<file path="src/tcps_pkg.sv">
// Package with the shared constants, codes and beat structures of the tick scheduler.
package tcps_pkg;

	localparam int SLOTS = 16;
	localparam int SLOT_W = $clog2(SLOTS);
	localparam int BURST_BITS = 16;
	localparam int PRIO_W = 8;
	localparam int TIME_W = 32;

	localparam logic CMD_ARRIVE = 1'b0;
	localparam logic CMD_TICK = 1'b1;

	localparam logic [1:0] KIND_ACCEPT = 2'd0;
	localparam logic [1:0] KIND_REJECT = 2'd1;
	localparam logic [1:0] KIND_RAN = 2'd2;
	localparam logic [1:0] KIND_IDLE = 2'd3;

	typedef struct packed {
		logic valid;
		logic cls;
		logic [PRIO_W-1:0] prio;
		logic [SLOT_W-1:0] slot;
		logic [BURST_BITS-1:0] remain;
		logic [BURST_BITS-1:0] orig;
		logic [TIME_W-1:0] stamp;
	} cand_t;

	typedef struct packed {
		logic en;
		logic [SLOT_W-1:0] slot;
		logic [BURST_BITS-1:0] burst;
		logic [PRIO_W-1:0] prio;
		logic cls;
		logic [TIME_W-1:0] stamp;
	} wr_t;

	typedef struct packed {
		logic en;
		logic [SLOT_W-1:0] slot;
		logic fin;
	} upd_t;

endpackage

</file>
<file path="src/tcps_cell.sv">
// One task slot of the scheduler chain: holds the slot state and passes the best candidate on.
module tcps_cell (
	input  logic                          clk,
	input  logic                          arst_n,
	input  logic [tcps_pkg::SLOT_W-1:0]   my_slot,
	input  tcps_pkg::wr_t                 wr,
	input  tcps_pkg::upd_t                upd,
	input  logic                          go_in,
	input  tcps_pkg::cand_t               cand_in,
	output logic                          go_out,
	output tcps_pkg::cand_t               cand_out,
	output logic                          ready
);
	import tcps_pkg::*;

	logic                  ready_q;
	logic                  cls_q;
	logic [PRIO_W-1:0]     prio_q;
	logic [BURST_BITS-1:0] remain_q;
	logic [BURST_BITS-1:0] orig_q;
	logic [TIME_W-1:0]     stamp_q;
	logic                  go_q;
	cand_t                 cand_q;
	cand_t                 own;
	logic                  take_own;

	always_comb begin
		own.valid  = ready_q;
		own.cls    = cls_q;
		own.prio   = prio_q;
		own.slot   = my_slot;
		own.remain = remain_q;
		own.orig   = orig_q;
		own.stamp  = stamp_q;
		take_own = ready_q && (!cand_in.valid || (cls_q < cand_in.cls) ||
			((cls_q == cand_in.cls) && (prio_q < cand_in.prio)));
	end

	always_ff @(posedge clk or negedge arst_n) begin
		if (!arst_n) begin
			ready_q <= 1'b0;
			go_q <= 1'b0;
		end else begin
			go_q <= go_in;
			if (wr.en && wr.slot == my_slot) begin
				ready_q <= 1'b1;
			end else if (upd.en && upd.slot == my_slot && upd.fin) begin
				ready_q <= 1'b0;
			end
		end
	end

	always_ff @(posedge clk) begin
		if (wr.en && wr.slot == my_slot) begin
			cls_q <= wr.cls;
			prio_q <= wr.prio;
			remain_q <= wr.burst;
			orig_q <= wr.burst;
			stamp_q <= wr.stamp;
		end else if (upd.en && upd.slot == my_slot && !upd.fin) begin
			remain_q <= remain_q - BURST_BITS'(1);
		end
		if (go_in) begin
			cand_q <= take_own ? own : cand_in;
		end
	end

	assign go_out = go_q;
	assign cand_out = cand_q;
	assign ready = ready_q;

endmodule

</file>
<file path="src/two_class_priority_tick_scheduler_top.sv">
// Top level of the two-class preemptive tick scheduler with its chain of slot cells.
//
//  channel  | handshake        | payload
//  ---------+------------------+-----------------------------------------------
//  command  | start / busy     | cmd, task_slot, burst_len, prio_level, class_sel
//  result   | done (one cycle) | kind, ran_slot, finished, finish_time,
//           |                  | turnaround, waiting
//
// An arrival beat's result appears in the next cycle and busy stays low.
// A tick beat walks the best-candidate search along the chain of slot cells one cell a cycle;
// then a winner, if there is one, is updated and the times are formed, else an idle result
// is given.
// Reset clears the time and every slot's ready flag; no clearing pass follows.
// The receiver cannot stall: each result is shown for exactly one cycle.
module two_class_priority_tick_scheduler_top (
	input  logic                              clk,
	input  logic                              arst_n,
	input  logic                              start,
	output logic                              busy,
	input  logic                              cmd,
	input  logic [3:0]                        task_slot,
	input  logic [15:0]                       burst_len,
	input  logic [7:0]                        prio_level,
	input  logic                              class_sel,
	output logic                              done,
	output logic [1:0]                        kind,
	output logic [3:0]                        ran_slot,
	output logic                              finished,
	output logic [31:0]                       finish_time,
	output logic [31:0]                       turnaround,
	output logic [31:0]                       waiting
);
	import tcps_pkg::*;

	localparam logic [1:0] ST_IDLE = 2'd0;
	localparam logic [1:0] ST_SCAN = 2'd1;
	localparam logic [1:0] ST_FIN  = 2'd2;

	logic [1:0]        state_q;
	logic [TIME_W-1:0] now_q;
	logic              scan_go_q;
	logic [TIME_W-1:0] tat_q;
	logic              fin_q;
	logic [SLOT_W-1:0] best_slot_q;
	logic [BURST_BITS-1:0] best_orig_q;

	logic        done_q;
	logic [1:0]  kind_q;
	logic [3:0]  ran_slot_q;
	logic        finished_q;
	logic [31:0] finish_time_q;
	logic [31:0] turnaround_q;
	logic [31:0] waiting_q;

	logic [SLOTS-1:0] ready_vec;
	logic [SLOTS:0]   go_chain;
	cand_t            cand_chain [SLOTS+1];
	wr_t              wr;
	upd_t             upd;
	logic             accept;
	logic             in_range;
	logic             reject;
	cand_t            best;
	logic             scan_end;

	assign busy = (state_q != ST_IDLE);
	assign accept = start && !busy;
	assign in_range = 32'(task_slot) < SLOTS;
	assign reject = !in_range || ready_vec[task_slot[SLOT_W-1:0]];
	assign best = cand_chain[SLOTS];
	assign scan_end = go_chain[SLOTS];

	always_comb begin
		wr.en = accept && cmd == CMD_ARRIVE && !reject;
		wr.slot = task_slot[SLOT_W-1:0];
		wr.burst = burst_len[BURST_BITS-1:0];
		wr.prio = prio_level;
		wr.cls = class_sel;
		wr.stamp = now_q;
		upd.en = (state_q == ST_SCAN) && scan_end && best.valid;
		upd.slot = best.slot;
		upd.fin = best.remain <= BURST_BITS'(1);
	end

	assign go_chain[0] = scan_go_q;
	assign cand_chain[0] = '0;

	for (genvar i = 0; i < SLOTS; i++) begin : g_cell
		tcps_cell u_cell (
			.clk      (clk),
			.arst_n   (arst_n),
			.my_slot  (SLOT_W'(i)),
			.wr       (wr),
			.upd      (upd),
			.go_in    (go_chain[i]),
			.cand_in  (cand_chain[i]),
			.go_out   (go_chain[i+1]),
			.cand_out (cand_chain[i+1]),
			.ready    (ready_vec[i])
		);
	end

	always_ff @(posedge clk or negedge arst_n) begin
		if (!arst_n) begin
			state_q <= ST_IDLE;
			now_q <= '0;
			scan_go_q <= 1'b0;
			done_q <= 1'b0;
		end else begin
			scan_go_q <= 1'b0;
			done_q <= 1'b0;
			case (state_q)
				ST_IDLE: begin
					if (accept && cmd == CMD_ARRIVE) begin
						done_q <= 1'b1;
					end else if (accept) begin
						scan_go_q <= 1'b1;
						state_q <= ST_SCAN;
					end
				end
				ST_SCAN: begin
					if (scan_end) begin
						now_q <= now_q + TIME_W'(1);
						if (best.valid) begin
							state_q <= ST_FIN;
						end else begin
							done_q <= 1'b1;
							state_q <= ST_IDLE;
						end
					end
				end
				ST_FIN: begin
					done_q <= 1'b1;
					state_q <= ST_IDLE;
				end
				default: begin
					state_q <= ST_IDLE;
				end
			endcase
		end
	end

	always_ff @(posedge clk) begin
		case (state_q)
			ST_IDLE: begin
				if (accept && cmd == CMD_ARRIVE) begin
					kind_q <= reject ? KIND_REJECT : KIND_ACCEPT;
					ran_slot_q <= task_slot;
					finished_q <= 1'b0;
					finish_time_q <= '0;
					turnaround_q <= '0;
					waiting_q <= '0;
				end
			end
			ST_SCAN: begin
				if (scan_end) begin
					tat_q <= now_q - best.stamp + TIME_W'(1);
					fin_q <= upd.fin;
					best_slot_q <= best.slot;
					best_orig_q <= best.orig;
					if (!best.valid) begin
						kind_q <= KIND_IDLE;
						ran_slot_q <= '0;
						finished_q <= 1'b0;
						finish_time_q <= '0;
						turnaround_q <= '0;
						waiting_q <= '0;
					end
				end
			end
			ST_FIN: begin
				kind_q <= KIND_RAN;
				ran_slot_q <= 4'(best_slot_q);
				finished_q <= fin_q;
				finish_time_q <= fin_q ? now_q : '0;
				turnaround_q <= fin_q ? tat_q : '0;
				waiting_q <= fin_q ? (tat_q - TIME_W'(best_orig_q)) : '0;
			end
			default: begin
			end
		endcase
	end

	assign done = done_q;
	assign kind = kind_q;
	assign ran_slot = ran_slot_q;
	assign finished = finished_q;
	assign finish_time = finish_time_q;
	assign turnaround = turnaround_q;
	assign waiting = waiting_q;

	a_one_scan_token: assert property (@(posedge clk) disable iff (!arst_n)
		$onehot0(go_chain))
		else $error("More than one search token is travelling along the cell chain.");

	a_scan_end_in_scan: assert property (@(posedge clk) disable iff (!arst_n)
		scan_end |-> state_q == ST_SCAN)
		else $error("The search finished outside the scan state.");

	a_fin_gives_ran: assert property (@(posedge clk) disable iff (!arst_n)
		state_q == ST_FIN |=> done && kind == KIND_RAN)
		else $error("A task was updated but no ran result followed.");

	a_idle_not_finished: assert property (@(posedge clk) disable iff (!arst_n)
		done && kind != KIND_RAN |-> !finished)
		else $error("A result other than a run reports a finished task.");

endmodule
</file>
<file path="config.mk">
export PLATFORM = sky130hd
export DESIGN_NAME = two_class_priority_tick_scheduler_top
export DESIGN_NICKNAME = d
export VERILOG_FILES = /design/src/tcps_pkg.sv /design/src/tcps_cell.sv /design/src/two_class_priority_tick_scheduler_top.sv
export SDC_FILE = /design/constraint.sdc
export NUM_CORES = 2
export LEC_CHECK = 0
export ABC_AREA = 1
export BUFFER_PORTS_ARGS = -buffer_cell sky130_fd_sc_hd__buf_2
export CAP_MARGIN = 10
export CORE_MARGIN = 3
export CORE_UTILIZATION = 45
export DETAILED_ROUTE_END_ITERATION = 8
export GPL_TIMING_DRIVEN = 0
export SYNTH_ARGS = -nofsm -noshare
export SYNTH_HDL_FRONTEND = slang
export SYNTH_SLANG_ARGS = --single-unit
</file>
<file path="constraint.sdc">
create_clock -name clk -period 7.7 [get_ports clk]
set_clock_uncertainty 0.15 [all_clocks]
set_input_delay 0.385 -clock clk [delete_from_list [all_inputs] [get_ports clk]]
set_output_delay 0.385 -clock clk [all_outputs]
set_load 0.1 [all_outputs]
</file>
==> run metrics <==
GRT Overall Usage=roughly a fifth; initial drt markers=a little over 5k; Max IR drop VDD=0.288 mV; Reg-to-Reg End=g_cell[3].u_cell.stamp_q[11]; post-synth top area cell=edfxtp_1; final WL=about 270,000 microns; CP startpoint=state_q[1]; R2R depth=10; r2r startpoint=state_q[1]; Combinational Power Share=between 10% and 20%; initial antenna violation count=12; yosys warns=0; TritonCTS clock tree=built; Static Leak=0.0520 uW; first-pass GRT wire length=approximately 420,000 microns; num rows=around 180; crit start category=register; MaxCap Viol Count=0; wire per inst=about 19 microns; CP Max Fanout=37; Synth Net Count=between 10k and 15k; RSZ-0062 raised after global routing=no; Clk pwr share=between 30% and 40%; Final nets=around 11k; initial core utilization=between 40% and 50%; Commonest cells post-synth=3,567 x nand2_1, 2,532 x edfxtp_1, 1,195 x nand3_1; IO buf count=approximately 140; post-synthesis instance total=10.2k; status=finished, final reports clean; Seq. cell area=just under 80,000 sq um; sequential share of power=approximately half; multi-input logic area=30,200 sq um; Psw=10,300 uW; slew margin rel.=about an eighth; Worst-path clk slew=around 0.06 ns; Avg Inst Size Synth=between 10 and 15 sq um; end of the critical path=g_cell[3].u_cell.stamp_q[11]; Final Slew Violations=0; IO Pins=approximately 140; Layout area overhead=13.4%; Post-synth EDFFs=roughly 2.5k; H-tree depth=5; critical path class=reg -> reg; CTS Buffer Depth=4; asr flop ratio synth=around 2.6%; grt ovf=0; Die Height=slightly above 500 microns; r2r setup slk=about 3.3 ns; clock root buffer master=clkbuf_16; vias in the first global route=slightly above 70k; fmax=about 230 MHz; Slew @ Worst Pin=between 1 and 1.5 ns; clock latency on the worst-skew pair=a little over 0.9 ns; CP arrival=between 4 and 5 ns; largest net degree at the start of global routing=a little under 80; P_int=about 26,000 uW; post-synthesis cell area=about 110,000 sq um; Seq/Total Area, Yosys=69.0%; Final GP Congestion=0.918; Core ar.=around 250,000 sq um; CP Capture Type=register; Post-CTS Setup Inserts=0; Fillers=21.7k; setup TNS=0 ns; DR vias/cell=between 5 and 6; Pwr Density=around 280 nW/um^2; drt pass-1 iters=6; top cell type's share of synthesized area=approximately 67%; DR vias=between 70k and 80k; Tmin final=between 4 and 5 ns; Hold WC Path Type=in -> reg; DRC=0; Die Wd=approximately 510 microns; Required @ worst endpoint=8.15 ns; fraction of layout instances using a drive strength above 1=6.32%; final number of hold-violating endpoints=0; # setup viols final=0; Synth cell types=40; most area-consuming cells after synthesis=edfxtp_1 67%, nand2_1 12%, nand3_1 5.3%, inv_1 2.4%, ha_1 2.4%; CTS Sinks=about 2.6k; post-cts resize count=0; dpl hpwl=a little over 200,000 microns; count of state elements after synthesis=between 2k and 3k; area post-placement=~120,000 sq um; CTS buffer count=a little under 300; fin area=between 100,000 and 150,000 sq um; most common cell in the netlist=nand2_1; top_reg_cell synth=edfxtp_1; ANT nets after route=0; switching part of the total=28.5%; Tcrit/Tclk final=57.3%; die area=approximately 260,000 sq um
-- worst max-delay path: stages, from the launching register on --
cell     delay (ns)
dfrtp_1        0.41
inv_1          0.09
ha_1           0.14
inv_1          0.18
nor3_1         0.22
buf_2          0.46
buf_1          0.73
buf_2          0.50
nand3_1        0.27
nor2_4         0.59
buf_12         0.29
-- through the flow --
| step | total power [uW] | util, % | hold slack, ns | setup WS (ns) | instances |
|---|---|---|---|---|---|
| finish | 36000 | 51.3 | 0.0541 | 3.29 | 14300 |
| global route | 37500 | 51.3 | 0.0696 | 3.09 | 14300 |
| CTS | 36400 | 51.3 | 0.00122 | 3.27 | 14300 |
| detailed placement | 23400 | 47.6 | 0.255 | 3.27 | 13700 |
| global placement | 23300 | 47.2 | 0.251 | 0.670 | 13700 |
| floorplan | 21800 | - | -0.0606 | 2.51 | 10200 |
-- placed cells by master, fill, tap and decap left out, drive strengths merged --
cell         count
nand2         3570
edfxtp        2532
nand3         1211
clkbuf         768
inv            739
nor2           510
buf            305
nand4          282
ha             218
xor2           166
a21oi          110
clkinv          97
o21ai           90
xnor2           86
nor3            70
dfrtp           68
dlygate4sd3     31
nor4            16
o21a            15
bufinv          13
or2             12
diode            6
a21boi           5
nand3b           4
clkinvlp         4
o21bai           3
a21o             2
fa               2
o31ai            1
o2111a           1
and3             1
and2             1
-- repair_timing --
item | CTS | global route
hold buffers | 32 | 0
endpoints found under the setup margin | 0 | 0
endpoints found under the hold margin | 497 | 0
-- registers in the layout, indices dropped and copies added (netlist names), 128 cells and up --
| name | count |
|---|---|
| g_cell.u_cell.cand_out | 1208 |
| g_cell.u_cell.stamp_q | 512 |
| g_cell.u_cell.orig_q | 256 |
| g_cell.u_cell.remain_q | 256 |
| g_cell.u_cell.prio_q | 128 |
-- cell families after synthesis --
kind of cell | synth area share, %
compound gates | 1.07
fa+ha+maj | 2.46
flops | 69.0
simple gates | 21.2
xor+xnor | 1.96
buf+inv | 4.33
-- layout make-up --
cell class	count	area share (%)
clock buffer	389	6.24
antenna	6	0.0118
sequential	2600	60.9
buffer	509	1.66
multi-input combinational	6376	23.6
timing repair buffer	206	1.45
inverter	735	2.16
tap	3330	3.26
clock inverter	118	0.708
-- worst min path at each step --
stage | cells past startpoint | end | from
2_1_floorplan | 0 | done | arst_n
6_report | 6 | state_q[1] | start
4_1_cts | 6 | state_q[1] | start
5_1_grt | 6 | state_q[1] | start
3_3_place_gp | 0 | best_orig_q[13] | g_cell[15].u_cell.cand_out[45]
3_5_place_dp | 0 | best_orig_q[9] | g_cell[15].u_cell.cand_out[41]
-- layer usage --
layer	wire length [microns]	GRT usage, %	vias to the layer above
li1	-	-	35800
met1	114000	26.9	33500
met2	134000	36.4	2059
met3	14400	3.00	602
met4	11600	8.61	0
met5	0	0	-
-- power by group through the flow --
stage | Clock, uW | Sequential [uW] | Combinational (uW)
floorplan | 0 | 20000 | 1860
global placement | 0 | 18300 | 4990
detailed placement | 0 | 17900 | 5450
CTS | 13300 | 17600 | 5480
global route | 13900 | 17700 | 5880
finish | 13000 | 17600 | 5430
Note: power is estimated with default switching activity, not from simulation.
